## src/hdl/k_way_merge_min_select_assert.svh

```systemverilog
// ----------------------------------------------------------------------------
// k-way merge assertion macros
// concurrent checks clocked on clk, held off while arst_n is low
// ----------------------------------------------------------------------------
`ifndef K_WAY_MERGE_MIN_SELECT_ASSERT_SVH
`define K_WAY_MERGE_MIN_SELECT_ASSERT_SVH

// consequent must hold in the same cycle as the antecedent
`define KWM_ASSERT_NOW(lbl, ante, cons, msg) \
	lbl: assert property (@(posedge clk) disable iff (!arst_n) (ante) |-> (cons)) \
		else $error(msg);

// consequent must hold in the cycle after the antecedent
`define KWM_ASSERT_NEXT(lbl, ante, cons, msg) \
	lbl: assert property (@(posedge clk) disable iff (!arst_n) (ante) |=> (cons)) \
		else $error(msg);

`endif

```

## src/hdl/kwm_pkg.sv

```systemverilog
// ----------------------------------------------------------------------------
// kwm_pkg
// shared constants, command/status bundles and helpers of the k-way merge
// ----------------------------------------------------------------------------
`timescale 1ns / 1ps
`default_nettype none

package kwm_pkg;

	localparam int MAX_WAYS   = 8;
	localparam int VALUE_BITS = 31;
	localparam int CFG_BITS   = 4;

	// lane index width, also the number of comparator tree levels
	localparam int LANE_BITS = (MAX_WAYS > 1) ? $clog2(MAX_WAYS) : 1;
	localparam int LEVELS    = LANE_BITS;
	localparam int CAND_N    = 1 << LEVELS;
	// lane counter must hold MAX_WAYS itself
	localparam int CNT_BITS  = $clog2(MAX_WAYS + 1);
	localparam int LVL_BITS  = (LEVELS > 1) ? $clog2(LEVELS) : 1;

	localparam logic [LVL_BITS-1:0] LAST_LVL   = LVL_BITS'(LEVELS - 1);
	localparam logic [CFG_BITS-1:0] WAYS_RESET = CFG_BITS'(8);

	typedef struct packed {
		logic take;    // input beat accepted this cycle
		logic step;    // one comparator tree level
		logic finish;  // last level into the output register
	} kwm_ctl_t;

	typedef struct packed {
		logic has_result;  // current input beat produces a result
		logic out_busy;    // output register full and stalled
	} kwm_stat_t;

	// clamp the ways register to 1..MAX_WAYS
	function automatic logic [CNT_BITS-1:0] active_ways(input logic [CFG_BITS-1:0] cfg);
		logic [CNT_BITS-1:0] w;
		if (cfg == '0) begin
			w = CNT_BITS'(1);
		end else if (int'(cfg) > MAX_WAYS) begin
			w = CNT_BITS'(MAX_WAYS);
		end else begin
			w = CNT_BITS'(cfg);
		end
		return w;
	endfunction

endpackage

`default_nettype wire

```

## src/hdl/k_way_merge_min_select.sv

```systemverilog
// ----------------------------------------------------------------------------
// k_way_merge_min_select
// k-way merge engine: holds one head per sorted stream and picks the minimum
// ----------------------------------------------------------------------------
// Load beats (cmd 0) fill the lane heads in order; a refill beat (cmd 1)
// replaces the head of the lane that won last. After the final load and after
// every refill one result comes out: the smallest live head and its lane (the
// highest lane wins ties), or done_res when every lane is exhausted. Beats that
// produce no result are taken without a stall. A beat that produces a result
// holds in_stall high while the minimum is found by one comparator tree level
// per cycle, folding the candidate registers in place, with the last level
// written straight into the output register. That last step waits for as long
// as the previous result is still stalled at the output. The output register
// lets a new beat be accepted while a result is still stalled. ways_in_use
// may only be written while the block is idle.
`timescale 1ns / 1ps
`default_nettype none

module k_way_merge_min_select (
	input  logic                           clk,
	input  logic                           arst_n,
	input  logic                           cfg_valid,
	output logic                           cfg_ready,
	input  logic [kwm_pkg::CFG_BITS-1:0]   ways_in_use,
	input  logic                           in_valid,
	output logic                           in_stall,
	input  logic                           cmd,
	input  logic [kwm_pkg::VALUE_BITS-1:0] value,
	input  logic                           stream_end,
	output logic                           out_valid,
	input  logic                           out_stall,
	output logic [kwm_pkg::VALUE_BITS-1:0] merged_value,
	output logic [kwm_pkg::LANE_BITS-1:0]  min_lane,
	output logic                           done_res
);

	kwm_pkg::kwm_ctl_t  ctl;
	kwm_pkg::kwm_stat_t stat;

	kwm_ctrl u_ctrl (
		.clk      (clk),
		.arst_n   (arst_n),
		.in_valid (in_valid),
		.in_stall (in_stall),
		.stat     (stat),
		.ctl      (ctl)
	);

	kwm_dp u_dp (
		.clk          (clk),
		.arst_n       (arst_n),
		.cfg_valid    (cfg_valid),
		.cfg_ready    (cfg_ready),
		.ways_in_use  (ways_in_use),
		.cmd          (cmd),
		.value        (value),
		.stream_end   (stream_end),
		.ctl          (ctl),
		.stat         (stat),
		.out_valid    (out_valid),
		.out_stall    (out_stall),
		.merged_value (merged_value),
		.min_lane     (min_lane),
		.done_res     (done_res)
	);

endmodule

`default_nettype wire

```

## src/hdl/kwm_ctrl.sv

```systemverilog
// ----------------------------------------------------------------------------
// kwm_ctrl
// sequencer: accepts beats, walks the comparator tree levels, hands off result
// ----------------------------------------------------------------------------
`timescale 1ns / 1ps
`default_nettype none

`include "k_way_merge_min_select_assert.svh"

module kwm_ctrl (
	input  logic                clk,
	input  logic                arst_n,
	input  logic                in_valid,
	output logic                in_stall,
	input  kwm_pkg::kwm_stat_t  stat,
	output kwm_pkg::kwm_ctl_t   ctl
);

	localparam logic ST_IDLE   = 1'b0;
	localparam logic ST_REDUCE = 1'b1;

	logic                         state_q;
	logic                         state_d;
	logic [kwm_pkg::LVL_BITS-1:0] lvl_q;
	logic [kwm_pkg::LVL_BITS-1:0] lvl_d;

	always_comb begin
		ctl     = '0;
		state_d = state_q;
		lvl_d   = lvl_q;
		case (state_q)
			ST_IDLE: begin
				ctl.take = in_valid;
				if (in_valid && stat.has_result) begin
					state_d = ST_REDUCE;
					lvl_d   = '0;
				end
			end
			ST_REDUCE: begin
				if (lvl_q != kwm_pkg::LAST_LVL) begin
					ctl.step = 1'b1;
					lvl_d    = lvl_q + 1'b1;
				end else if (!stat.out_busy) begin
					// last compare goes straight into the output register
					ctl.finish = 1'b1;
					state_d    = ST_IDLE;
				end
			end
			default: begin
				state_d = ST_IDLE;
			end
		endcase
	end

	assign in_stall = (state_q != ST_IDLE);

	always_ff @(posedge clk or negedge arst_n) begin
		if (!arst_n) begin
			state_q <= ST_IDLE;
			lvl_q   <= '0;
		end else begin
			state_q <= state_d;
			lvl_q   <= lvl_d;
		end
	end

	`KWM_ASSERT_NEXT(a_result_starts_tree, ctl.take && stat.has_result, state_q == ST_REDUCE && lvl_q == '0, "result beat did not start the tree walk")
	`KWM_ASSERT_NOW(a_one_command, 1'b1, $onehot0(ctl), "more than one datapath command at once")

endmodule

`default_nettype wire

```

## src/hdl/kwm_dp.sv

```systemverilog
// ----------------------------------------------------------------------------
// kwm_dp
// lane heads, live flags, load counter, folding min tree and output register
// ----------------------------------------------------------------------------
`timescale 1ns / 1ps
`default_nettype none

`include "k_way_merge_min_select_assert.svh"

module kwm_dp (
	input  logic                             clk,
	input  logic                             arst_n,
	input  logic                             cfg_valid,
	output logic                             cfg_ready,
	input  logic [kwm_pkg::CFG_BITS-1:0]     ways_in_use,
	input  logic                             cmd,
	input  logic [kwm_pkg::VALUE_BITS-1:0]   value,
	input  logic                             stream_end,
	input  kwm_pkg::kwm_ctl_t                ctl,
	output kwm_pkg::kwm_stat_t               stat,
	output logic                             out_valid,
	input  logic                             out_stall,
	output logic [kwm_pkg::VALUE_BITS-1:0]   merged_value,
	output logic [kwm_pkg::LANE_BITS-1:0]    min_lane,
	output logic                             done_res
);

	typedef struct packed {
		logic                           valid;
		logic [kwm_pkg::VALUE_BITS-1:0] val;
		logic [kwm_pkg::LANE_BITS-1:0]  lane;
	} kwm_cand_t;

	// upper entry covers higher lanes, so it wins ties
	function automatic kwm_cand_t pick(input kwm_cand_t lo, input kwm_cand_t hi);
		kwm_cand_t r;
		if (hi.valid && (!lo.valid || hi.val <= lo.val)) begin
			r = hi;
		end else begin
			r = lo;
		end
		return r;
	endfunction

	logic [kwm_pkg::CFG_BITS-1:0]   ways_q;
	logic [kwm_pkg::VALUE_BITS-1:0] head_q [kwm_pkg::MAX_WAYS];
	logic [kwm_pkg::MAX_WAYS-1:0]   live_q;
	logic [kwm_pkg::CNT_BITS-1:0]   load_count_q;
	logic [kwm_pkg::LANE_BITS-1:0]  last_winner_q;
	kwm_cand_t                      cand_q [kwm_pkg::CAND_N];
	logic                           out_valid_q;
	logic [kwm_pkg::VALUE_BITS-1:0] merged_value_q;
	logic [kwm_pkg::LANE_BITS-1:0]  min_lane_q;
	logic                           done_q;

	logic [kwm_pkg::CNT_BITS-1:0]   ways;
	logic [kwm_pkg::MAX_WAYS-1:0]   way_mask;
	logic [kwm_pkg::MAX_WAYS-1:0]   live_nx;
	logic                           loads_done;
	logic                           load_ok;
	logic                           load_last;
	logic                           refill_ok;
	logic                           any_live;
	logic                           wr_en;
	logic [kwm_pkg::LANE_BITS-1:0]  wr_lane;
	kwm_cand_t                      cand_init [kwm_pkg::CAND_N];
	kwm_cand_t                      cand_red [kwm_pkg::CAND_N/2];
	kwm_cand_t                      top;

	assign cfg_ready = 1'b1;

	always_comb begin
		ways = kwm_pkg::active_ways(ways_q);
		for (int i = 0; i < kwm_pkg::MAX_WAYS; i++) begin
			way_mask[i] = (kwm_pkg::CNT_BITS'(i) < ways);
		end
		loads_done = (load_count_q >= ways);
		load_ok    = !cmd && !loads_done;
		load_last  = load_ok && ((load_count_q + 1'b1) == ways);
		refill_ok  = cmd && loads_done;
		any_live   = |(live_q & way_mask);
		// once every lane is dead a refill leaves the heads alone
		wr_en      = load_ok || (refill_ok && any_live);
		wr_lane    = cmd ? last_winner_q : load_count_q[kwm_pkg::LANE_BITS-1:0];
		live_nx    = live_q;
		if (wr_en) begin
			live_nx[wr_lane] = !stream_end;
		end
	end

	// tree leaves, with the beat being written bypassed in
	always_comb begin
		for (int i = 0; i < kwm_pkg::CAND_N; i++) begin
			cand_init[i] = '0;
		end
		for (int i = 0; i < kwm_pkg::MAX_WAYS; i++) begin
			cand_init[i].valid = live_nx[i] && way_mask[i];
			cand_init[i].val   = (wr_en && wr_lane == kwm_pkg::LANE_BITS'(i)) ? value : head_q[i];
			cand_init[i].lane  = kwm_pkg::LANE_BITS'(i);
		end
	end

	always_comb begin
		for (int i = 0; i < kwm_pkg::CAND_N/2; i++) begin
			cand_red[i] = pick(cand_q[2*i], cand_q[2*i+1]);
		end
		top = cand_red[0];
	end

	assign stat.has_result = load_last || refill_ok;
	assign stat.out_busy   = out_valid_q && out_stall;

	always_ff @(posedge clk or negedge arst_n) begin
		if (!arst_n) begin
			ways_q        <= kwm_pkg::WAYS_RESET;
			live_q        <= '0;
			load_count_q  <= '0;
			last_winner_q <= '0;
			out_valid_q   <= 1'b0;
		end else begin
			if (cfg_valid && cfg_ready) begin
				ways_q <= ways_in_use;
			end
			if (ctl.take) begin
				live_q <= live_nx;
				if (load_ok) begin
					load_count_q <= load_count_q + 1'b1;
				end
			end
			if (ctl.finish) begin
				out_valid_q <= 1'b1;
				if (top.valid) begin
					last_winner_q <= top.lane;
				end
			end else if (out_valid_q && !out_stall) begin
				out_valid_q <= 1'b0;
			end
		end
	end

	always_ff @(posedge clk) begin
		if (ctl.take && wr_en) begin
			head_q[wr_lane] <= value;
		end
		if (ctl.take && stat.has_result) begin
			cand_q <= cand_init;
		end else if (ctl.step) begin
			for (int i = 0; i < kwm_pkg::CAND_N/2; i++) begin
				cand_q[i] <= cand_red[i];
			end
		end
		if (ctl.finish) begin
			merged_value_q <= top.valid ? top.val : '0;
			min_lane_q     <= top.valid ? top.lane : '0;
			done_q         <= !top.valid;
		end
	end

	assign out_valid    = out_valid_q;
	assign merged_value = merged_value_q;
	assign min_lane     = min_lane_q;
	assign done_res     = done_q;

	`KWM_ASSERT_NEXT(a_finish_fills_out, ctl.finish, out_valid_q, "finished compare did not fill the output register")
	`KWM_ASSERT_NEXT(a_winner_tracks_out, ctl.finish && top.valid, last_winner_q == min_lane_q && !done_q, "winner lane and reported lane disagree")

endmodule

`default_nettype wire
```

## config.mk

```make
export PLATFORM = sky130hd
export DESIGN_NAME = k_way_merge_min_select
export DESIGN_NICKNAME = d
export VERILOG_FILES = /design/src/hdl/kwm_pkg.sv /design/src/hdl/k_way_merge_min_select.sv /design/src/hdl/kwm_ctrl.sv /design/src/hdl/kwm_dp.sv
export VERILOG_INCLUDE_DIRS = /design/src /design/src/hdl
export SDC_FILE = /design/constraint.sdc
export NUM_CORES = 1
export LEC_CHECK = 0
export ABC_CLOCK_PERIOD_IN_PS = 7800
export BUFFER_PORTS_ARGS = -buffer_cell sky130_fd_sc_hd__buf_2
export CAP_MARGIN = 20
export CORE_ASPECT_RATIO = 1.2
export CORE_MARGIN = 8
export CORE_UTILIZATION = 63
export DETAILED_ROUTE_END_ITERATION = 12
export PLACE_DENSITY = 0.8
export SETUP_SLACK_MARGIN = 0.02
export SLEW_MARGIN = 15
export SYNTH_ARGS = -nofsm -noshare
export SYNTH_HDL_FRONTEND = slang
export SYNTH_SLANG_ARGS = --single-unit
```

## constraint.sdc

```tcl
create_clock -name clk -period 7.8 [get_ports clk]
set_input_delay 0.78 -clock clk [delete_from_list [all_inputs] [get_ports clk]]
set_output_delay 0.78 -clock clk [all_outputs]
set_load 0.02 [all_outputs]
```

### After elaboration in Yosys (flattened, before gate mapping)

Memories as Yosys holds them, arrays and structs flattened. A register that Yosys moved wholly into a read port is not among the register bits.
Cells that the tools add are included.

* RAM bits: 248
* flip-flop bits (word level): 202
* latch bits: 0
* memories: 1
* logic and storage cells: 136
* input port bits: 42
* ROM bits: 0
* output and inout port bits: 38

* $lt $le $gt $ge: 16
* multipliers: 0
* equality and inequality tests: 7
* bitwise logic cells: 2
* shifts and indexed selects: 0
* add/sub/neg operators: 2
* reduce and logical (&&, ||, !) cells: 49
* muxes and demuxes: 33
* div/mod/pow operators: 0

Memory list
* u_dp.head_q: depth 8, bits a word 31, rd ports 8, clocked after Yosys merged registers in 4, wr ports 1, line kwm_dp.sv:46 `logic [kwm_pkg::VALUE_BITS-1:0] head_q [kwm_pkg::MAX_WAYS];`

Operators by type and width (count)
* 2-to-1 mux 140 bit: 2
* 2-to-1 mux 35 bit: 4
* less-or-equal comparator 31 bit: 4
* 2-to-1 mux 31 bit: 4
* logical AND 1 bit: 26
* less-than comparator 3 x 4 -> 1 bit, first input constant: 4
* 2-to-1 mux 1 bit: 12
* zero test 1 bit: 9
* AND 8 bit: 1
* bitwise mux 8 bit: 1
* less-than comparator 1 x 4 -> 1 bit, first input constant: 2
* less-than comparator 2 x 4 -> 1 bit, first input constant: 2
* 2-to-1 mux 4 bit: 2
* 2-to-1 mux 8 bit: 1
* OR reduction 8 bit: 1
* equality test 3 x 2 -> 1 bit, second input constant: 2
* logical OR 1 bit: 6
* 2-to-1 mux 2 bit: 3
* AND reduction 2 bit: 3
* adder 4 x 1 -> 4 bit, second input constant: 1
* equality test 4 bit: 1
* greater-or-equal comparator 4 bit: 1
* > comparator 4 bit, second input constant: 1
* zero test 4 bit: 1
* other kinds (13): 15

### Depth between registers and ports, before layout

Gate-level depths: netlist (run 1).

* word-level depth: 11
* gate-level depth with buffers: 16

### Cells and area by module

A second synthesis (run 1) with hierarchy kept.

* cells, all modules: 1837
* area, all modules: 26422.8 sq um

Modules (own cells, without submodules)
* kwm_dp: times used 1, seq. area each 16887.4 sq um, cells an instance 1819, area an instance 26240.2 sq um
* kwm_ctrl: times used 1, seq. area each 75.1 sq um, cells an instance 18, area an instance 182.7 sq um

### Worst setup path before layout (run 1)

Ideal clock, no wire load.

* kind: reg-to-reg
* start point: reg u_dp.ways_q[1] (netlist name)
* end point: reg, netlist name u_dp.cand_q[100]
* setup slack: 1327 ps
* arrival: 5930 ps
* buffers on the path: 3
* setup time: 543 ps
* stages on the path, launching flop included: 13
* required time: 7257 ps
* period minus slack after synthesis: 6473 ps
* cells stage by stage: dfrtp_1 > buf_2 > nor2_1 > nor2_1 > nor2_1 > ha_1 > nand2b_1 > a2111oi_4 > o2111ai_1 > o22a_1 > buf_2 > inv_2 > clkbuf_1

* longest elaborated chain between the ends: 9
* elaborated cells between the ends (all ways): 12
* classes of those cells: order compare (2); eq/ne (1); mux (2); reduce/logical (7)

RTL lines
* from (decl): line kwm_dp.sv:45 `logic [kwm_pkg::CFG_BITS-1:0] ways_q;`
* from (signal assigned): line kwm_dp.sv:115 `ways_q <= kwm_pkg::WAYS_RESET;`
* from (signal assigned): line kwm_dp.sv:122 `ways_q <= ways_in_use;`
* > comparator 4 bit: line kwm_pkg.sv:41 `end else if (int'(cfg) > MAX_WAYS) begin`
* 2-to-1 mux 4 bit: line kwm_pkg.sv:41
* 2-to-1 mux 4 bit *: line kwm_pkg.sv:39 `if (cfg == '0) begin`
* greater-or-equal comparator 4 bit: line kwm_dp.sv:77 `loads_done = (load_count_q >= ways);`
* zero test 1 bit: line kwm_dp.sv:78 `load_ok = !cmd && !loads_done;`
* logical AND 1 bit: line kwm_dp.sv:78
* logical AND 1 bit: line kwm_dp.sv:79 `load_last = load_ok && ((load_count_q + 1'b1) == ways);`
* logical OR 1 bit *: line kwm_dp.sv:110 `assign stat.has_result = load_last || refill_ok;`
* logical AND 1 bit *: line kwm_dp.sv:145 `if (ctl.take && stat.has_result) begin`

Every way passes the cells marked *; elsewhere a longest branch is shown, timed or not.
A chain may end at the register's enable or synchronous reset.

### Worst setup path after layout (run 1)

* start point: reg u_dp.ways_q[1] (netlist name)
* end point: reg u_dp.cand_q[179] (netlist name), data pin

* longest elaborated chain between the ends: 11
* elaborated cells between the ends (all ways): 27
* classes of those cells: order compare (10); eq/ne (1); mux (4); bitwise (1); reduce/logical (11)

RTL lines
* > comparator 4 bit: line kwm_pkg.sv:41
* 2-to-1 mux 4 bit: line kwm_pkg.sv:41
* 2-to-1 mux 4 bit *: line kwm_pkg.sv:39
* less-than comparator 1 x 4 -> 1 bit, or another cell as far along: line kwm_dp.sv:75 `way_mask[i] = (kwm_pkg::CNT_BITS'(i) < ways);`
* AND 8 bit: line kwm_dp.sv:81 `any_live = |(live_q & way_mask);`
* OR reduction 8 bit: line kwm_dp.sv:81
* logical AND 1 bit: line kwm_dp.sv:83 `wr_en = load_ok || (refill_ok && any_live);`
* logical OR 1 bit: line kwm_dp.sv:83
* logical AND 1 bit: line kwm_dp.sv:98 `cand_init[i].val = (wr_en && wr_lane == kwm_pkg::LANE_BITS'(i)) ? value : head_q[i];`
* 2-to-1 mux 31 bit: line kwm_dp.sv:98
* 2-to-1 mux 140 bit *: line kwm_dp.sv:145
* to (signal assigned): line kwm_dp.sv:146 `cand_q <= cand_init;`
* to (signal, indexed assignment): line kwm_dp.sv:149 `cand_q[i] <= cand_red[i];`
* to (decl): line kwm_dp.sv:50 `kwm_cand_t cand_q [kwm_pkg::CAND_N];`

Marks and branches as above.

==> results of run 1 <==
## cell usage after synthesis (all sizes together), types with 3 or more instances
cell type	number	area [µm²]
dfrtp	22	551
clkbuf	73	275
o21a	4	30.0
a221oi	5	43.8
nor4	6	52.6
buf	49	408
o2111ai	63	552
o311ai	29	254
mux2	190	2140
edfxtp	539	16200
nor2	76	285
nand2b	7	43.8
a31oi	3	18.8
o211a	3	37.5
xnor2	4	35.0
a211oi	9	67.6
a22o	6	52.6
o21ai	43	215
o211ai	6	45.0
nand4	55	344
a21oi	50	250
mux2i	129	1290
or3	4	25.0
dfxtp	10	200
nor3	5	25.0
nand3	18	90.1
nand2	207	777
o221ai	5	120
a21boi	3	22.5
nor2b	7	43.8
inv	144	541
ha	130	1630
o31ai	3	22.5
o22ai	95	594
a21o	17	128
nand3b	3	22.5
## final timing paths
kind / start / endpoint / slack, ps / cells after the start
hold / removal: arst_n / u_dp.live_q[4] / 160 / 1
setup reg to reg: u_dp.ways_q[1] / u_dp.cand_q[179] / 2480 / 14
setup / recovery: u_dp.ways_q[1] / u_dp.cand_q[179] / 2480 / 14
max in group asynchronous: arst_n / u_dp.live_q[1] / 7270 / 1
min in group clk: out_stall / u_dp.out_valid / 390 / 2
hold reg to reg: u_dp.cand_q[176] / u_dp.cand_q[176] / 450 / 2
## per-layer routing
| metal | vias to the layer above | routed length [µm] |
|---|---|---|
| li1 | 7988 | - |
| met1 | 8802 | 26300 |
| met5 | - | 0 |
| met2 | 815 | 30700 |
| met4 | 0 | 2000 |
| met3 | 131 | 5180 |
## kinds of logic after synthesis
logic type,synth area share [%]
AOI/OAI and AO/OA,9.41
xor gates and xnor gates,0.190
adders and majority gates,5.87
buffers and inverters,4.42
DFF,61.2
muxes,12.4
other,0.0135
and+or+nand+nor,6.50
## flip-flops by register name, summed over array words and instances, names as in the netlist
name                flops
u_ctrl.in_stall         1
u_ctrl.lvl_q            2
u_dp.cand_q           266
u_dp.done_res           1
u_dp.head_q           248
u_dp.last_winner_q      3
u_dp.live_q             8
u_dp.load_count_q       4
u_dp.merged_value      31
u_dp.min_lane           3
u_dp.out_valid          1
u_dp.ways_q             4
## report_power, final
| part | leakage (nW) | switching, W | total (W) | internal (W) |
|---|---|---|---|---|
| sequential | 5.34 | 0.000406 | 0.00475 | 0.00435 |
| clock | 0.905 | 0.00114 | 0.00275 | 0.00161 |
| combinational | 5.25 | 0.00242 | 0.00374 | 0.00132 |
## final cells by class
cell class              instances  area, µm²  area share [%]
flip-flops and latches        572      17000            55.9
clock inverters                36        397            1.31
clock buffers                  64       1470            4.85
well taps                     559        699            2.30
inverters                     144        548            1.81
repair buffers                113        678            2.23
multi-input cells            1215       9600            31.6
## metrics by stage
step	utilization (%)	hold slack (ps)	power (W)	cell area [µm²]	cells
global route	69.6	209	0.0118	30400	2703
CTS	69.6	158	0.0112	30300	2702
detailed placement	65.3	439	0.00847	28500	2602
floorplan	-	423	0.00741	27700	2053
finish	69.6	156	0.0112	30400	2703
global placement	65.2	432	0.00829	28400	2601
==> implementation parameters, run 1 <==
Parameter                              Value

GRT
  M2 GR Usage ... 40.6%
  First-pass GRT wire length ... approximately 100000 µm
  GRT overflow ... 0
  Antenna violations before repair ... 0
  Met1 Resource Use GR ... ~33%
  Number of global-route vias before repair ... roughly 18k
  Global Route Usage Sum ... between 20% and 30%
  Routing layer with the top usage in global route ... met2
  Pin count of the biggest net entering global routing ... 79
  Met3 Usage GRT ... under 10%

Final layout
  Diodes inserted ... 0
  Total Nets Final ... approximately 2.3k
  Leading cell types in the layout, fill and taps excluded ... edfxtp_1 (539), nand2_1 (207), mux2_2 (158)
  Area growth from synthesis to layout ... 9.56%
  Fraction of final layout cells with drive strength greater than 1 ... 18.1%
  Fill cell instance count of the final layout ... approximately 2.8k
  Commonest non-fill, non-tap cell in the layout ... edfxtp_1

Drt
  Vias per Instance ... 6.56
  Final WL ... approximately 64000 µm
  Final routed DRC violation total ... 0
  Iteration count of the initial detailed-routing pass ... 6
  Number of antenna-violating nets in the routed design ... 0
  Overall via count from detail_route ... roughly 18k
  Violation count after the first detailed-routing iteration ... about 1.8k
  Average wire per cell in the routed design ... roughly 24 µm

Setup path
  Critical Path End Type ... flop
  Cell type of the slowest stage on the worst timing path ... buf_4
  CP required ... around 8200 ps
  Worst path max stage delay ... 830 ps
  Largest fanout on the critical path ... 74
  Kind of cell adding the most delay to the critical path ... buffers and inverters
  Startpoint kind of the worst setup timing path ... flop
  Buffers and inverters on the worst path ... 4
  Cell-by-cell listing of the critical path ... nor2_1 -> nor2_1 -> nor2_1 -> ha_1 -> nand2b_1 -> a2111oi_4 -> o2111ai_1 -> o22a_2 -> buf_4 -> inv_6 -> buf_4 -> buf_4 -> nand2_1 -> o311ai_0
  Arr. time, crit path ... 5700 ps
  Critical path type ... flop to flop

STA
  Number of setup violations in the final report ... 0
  Slew Limit Fails ... 0
  Post-route worst setup slack ... around 2500 ps
  Number of hold violations in the final report ... 0
  Post-route clock period utilization ... between 60% and 70%
  Relative max-transition margin ... between 20 and 25%
  Highest achievable clock rate ... around 0.19 GHz
  Final setup skew ... around 23 ps
  Total Negative Setup Slacks ... 0 ps
  Minimum clock period ... around 5300 ps
  Least-Margin Pin Slew ... ~1100 ps
  RSZ-0062 raised after global routing ... no

Flow run
  Max-capacitance violation count ... 0

Placement
  Worst slack at placement ... around 2500 ps
  Hpwl dp ... roughly 42000 µm
  RD Place Congestion ... between 0.9 and 1
  Count of buffers from port buffering ... 78

Yosys
  Proportion of register bits with asynchronous set or reset after synthesis ... 4.02%
  Ys flop type ... edfxtp_1
  Cell Area, Synth ... roughly 28000 µm²
  Post-synthesis sequential element count ... between 500 and 600
  Post-Synthesis Mean Instance Area ... 13.5 µm²
  Portion of the post-synthesis area used by sequential elements ... between 60% and 70%
  Warnings from Yosys ... 0
  Synthesized instance count ... 2053
  Nets in the synthesized netlist ... between 2k and 2.5k
  EDFF count, synth ... 539
  Distinct cell type count after synthesis ... 72

Clock network
  Clock Tree Root ... clkbuf_16
  Bufs on Longest Clock Path ... 3
  Clock-pin slew reported for the worst setup and hold paths after clock tree synthesis ... around 70 ps
  Buffers inserted during post-CTS setup optimization ... 0
  TritonCTS clock tree ... built
  Source-to-sink clock delay at the later pin of the worst-skew pair ... between 600 and 700 ps
  CTS buffer count ... between 50 and 60
  CTS H-tree depth ... 2
  Quantity of gates resized following cts ... 0
  Total clock sinks ... 572
  Hold buffer count at CTS ... 0

Floorplanning
  Initial core utilization ... between 60% and 70%
  Die width ... 207 µm
  Number of top-level pins ... 80
  Die footprint ... approximately 51000 µm²
  Total number of placement rows ... 84
  Core Box Area ... around 44000 µm²
  Die extent in y ... approximately 250 µm

Outcome
  Result of the run ... finished, final reports clean

Pwr
  Reported leakage power ... 11.5 nW
  Total power divided by cell area ... 370 nW/µm²
  Peak supply drop ... about 0.22 mV

Worst hold path
  Worst min-delay path class ... input port to asynchronous set/reset pin
Note: power is estimated with default switching activity, not from simulation.
==> inputs of run 2 (changes only) <==
- ABC_AREA: unset -> 1
- ABC_CLOCK_PERIOD_IN_PS: 7800 -> 5100
- clock period: 7.8 -> 5.1 ns (I/O delays scaled with it)
==> run 2 against run 1 <==
Net effect:
- count of clock-buffer cells in the layout up 1
- design area up 3.6%
- wire length up 11%
- maximum frequency up 50%
- critical endpoint is now u_dp.cand_q[152]
- sequential share of layout area down 2.0 points
- utilization down 0.49 points
- cell count up 39%
- critical path type unchanged
==> implementation parameters, run 2 <==
Parameter                              Value

STA
  Final setup skew ... 18.3 ps
  Relative max-transition margin ... about 29%
  Number of hold violations in the final report ... 0
  Least-Margin Pin Slew ... 1060 ps
  RSZ-0062 raised after global routing ... no
  Total Negative Setup Slacks ... 0 ps
  Minimum clock period ... roughly 3500 ps
  Slew Limit Fails ... 0
  Post-route worst setup slack ... between 1500 and 2000 ps
  Number of setup violations in the final report ... 0
  Post-route clock period utilization ... between 60 and 70%
  Highest achievable clock rate ... about 0.28 GHz

Drt
  Iteration count of the initial detailed-routing pass ... 7
  Number of antenna-violating nets in the routed design ... 0
  Violation count after the first detailed-routing iteration ... roughly 2.6k
  Final routed DRC violation total ... 0
  Average wire per cell in the routed design ... 19.0 µm
  Overall via count from detail_route ... between 20k and 25k
  Vias per Instance ... approximately 5.7
  Final WL ... between 70000 and 80000 µm

GRT
  Global Route Usage Sum ... 26.8%
  First-pass GRT wire length ... 112000 µm
  Number of global-route vias before repair ... about 21k
  GRT overflow ... 0
  Pin count of the biggest net entering global routing ... 96
  Antenna violations before repair ... 3

Final layout
  Leading cell types in the layout, fill and taps excluded ... nand2_1 (814), nand3_1 (539), edfxtp_1 (539)
  Max reg flops ... 266
  Commonest non-fill, non-tap cell in the layout ... nand2_1
  Area occupied by multi-input gates ... 9250 µm²
  Final core utilization ... between 60 and 70%
  Fraction of final layout cells with drive strength greater than 1 ... about 7.3%
  Total Nets Final ... 3273
  Area growth from synthesis to layout ... 9.09%
  Register with the most flip-flops ... u_dp.cand_q
  Final non-filler cell total ... approximately 3.8k
  Storage element area ... 17000 µm²
  Fill cell instance count of the final layout ... between 3k and 4k

Clock network
  CTS buffer count ... between 50 and 60
  TritonCTS clock tree ... built
  Bufs on Longest Clock Path ... 3
  Total clock sinks ... between 500 and 600
  CTS H-tree depth ... 2
  Clock Tree Root ... clkbuf_16
  Source-to-sink clock delay at the later pin of the worst-skew pair ... approximately 600 ps
  Clock-pin slew reported for the worst setup and hold paths after clock tree synthesis ... 60 ps

Yosys
  Top-area cell type share of the netlist area ... a little under three fifths
  Most used standard cell by instance count after synthesis ... nand2_1
  Cell Area, Synth ... roughly 29000 µm²
  Proportion of register bits with asynchronous set or reset after synthesis ... 4.02%
  EDFF count, synth ... between 500 and 600
  Synth top area cells ... edfxtp_1 (56%), nand2_1 (11%), nand3_1 (9.4%)
  Nets in the synthesized netlist ... 3241
  Warnings from Yosys ... 0
  Post-synthesis sequential element count ... between 500 and 600
  Most numerous cell types in the synthesized netlist ... nand2_1 (816), nand3_1 (543), edfxtp_1 (539), inv_1 (506), ha_1 (130)
  Ys flop type ... edfxtp_1
  Synthesized instance count ... slightly above 3k
  Post-Synthesis Mean Instance Area ... approximately 9.4 µm²
  Distinct cell type count after synthesis ... 39
  Cell type with the largest total area after synthesis ... edfxtp_1
  Portion of the post-synthesis area used by sequential elements ... between 50 and 60%

Setup path
  Capturing element of the worst setup path ... u_dp.cand_q[152]
  Critical Path End Type ... flop
  Launching point of the worst reg2reg path ... u_dp.ways_q[3]
  Length in cells of the worst reg-to-reg path ... 14
  Startpoint kind of the worst setup timing path ... flop
  Arr. time, crit path ... 4020 ps
  Critical path origin ... u_dp.ways_q[3]
  Critical path type ... flop to flop
  CP required ... between 5000 and 6000 ps
  End of the worst register-to-register path ... u_dp.cand_q[152]
  Setup slack of the most critical reg-to-reg path ... 1550 ps
  Largest fanout on the critical path ... 95

Floorplanning
  Number of top-level pins ... 80
  Core Box Area ... ~46000 µm²
  Die extent in y ... 250 µm
  Total number of placement rows ... 86
  Die width ... about 210 µm
  Initial core utilization ... 63.4%
  Die footprint ... 52900 µm²

Placement
  Worst slack at placement ... 1660 ps
  Number of placed instances, taps included ... ~3.7k
  Hpwl dp ... 49600 µm
  RD Place Congestion ... about 0.94
  Count of buffers from port buffering ... 78

Flow run
  Max-capacitance violation count ... 0

Pwr
  Overall power consumption ... 0.0176 W
  Peak supply drop ... between 0.2 and 0.3 mV
  Reported leakage power ... approximately 15 nW
  Total power divided by cell area ... 561 nW/µm²

Outcome
  Result of the run ... finished, final reports clean

Worst hold path
  Worst Min Path Start ... ways_in_use[1]
  Worst min-delay path class ... input port to flop
[run 2: cell count changes after synthesis, sizes merged, moves of 111 or more]
cell   before  now
mux2i     129    0
nand2     207  820
nand3      18  543
mux2      190    1
inv       144  511
o21ai      43  154
[run 2: layout make-up]
cell class / count / area share (%)
sequential: 572 / 53.9
multi-input combinational: 1842 / 29.4
inverter: 511 / 6.12
clock buffer: 65 / 4.49
timing repair buffer: 120 / 2.47
tap: 616 / 2.45
clock inverter: 35 / 1.11
antenna: 1 / 0.00796
[run 2: stage by stage]
step | hold slack, ps | area (µm²)
3_5_place_dp | 441 | 29700
6_report | 112 | 31500
2_1_floorplan | 214 | 28800
3_3_place_gp | 437 | 29700
5_1_grt | 117 | 31500
4_1_cts | 91.1 | 31400
[run 2: worst min-delay path by stage]
stage                                   to  slack (ps)  depth (start not counted)
after floorplan            u_ctrl.in_stall         210                          0
after global placement    u_dp.cand_q[212]         440                          2
after detailed placement  u_dp.cand_q[176]         440                          2
after CTS                   u_dp.ways_q[1]          90                          3
after global routing        u_dp.ways_q[0]         120                          3
final                       u_dp.ways_q[1]         110                          3
[run 2: power breakdown]
group          internal (W)  leakage (nW)  switching (W)
clock network       0.00232         0.859        0.00172
registers           0.00664          5.36       0.000466
logic               0.00192          8.28        0.00458
total                0.0109          14.5        0.00676
[run 2: cells by family (layout without fill, tap and decap cells)]
kind of cell               Yosys count  after routing  share of synthesized area [%]
xor gates and xnor gates             4              4                          0.122
muxes                                1              1                         0.0390
and+or+nand+nor                   1488           1488                           22.0
adders and majority gates          130            130                           5.64
buffers and inverters              655            731                           9.39
AOI/OAI and AO/OA                  218            218                           3.94
DFF                                572            572                           58.8
other                                1              2                         0.0130
[run 2: what timing repair did]
item | in CTS | in global routing
hold endpoints to repair | 22 | 0
resized for setup | 0 | 0
hold buffers | 1 | 0
endpoints found under the setup margin | 0 | 0
buffers inserted | 0 | 0
[run 2: worst max-delay path, stage by stage (launching register included)]
cell and delay (ps):
dfstp_2 630, nor2_4 70, nand2_1 90, o21ai_0 100
ha_1 300, nand4_1 80, nand3_1 100, nor2_1 140
nand3_1 90, nand2_1 60, nand2_1 410, inv_8 620
buf_4 400, nand3_1 140, nand2_1 100
[run 2: per-layer routing]
metal	up-vias	global-route usage, %	share of wire, %
met3	208	4.80	10
met2	1182	42.1	46
met5	-	0	0
met1	10000	36.1	40
met4	0	12.0	4.5
li1	10200	-	-
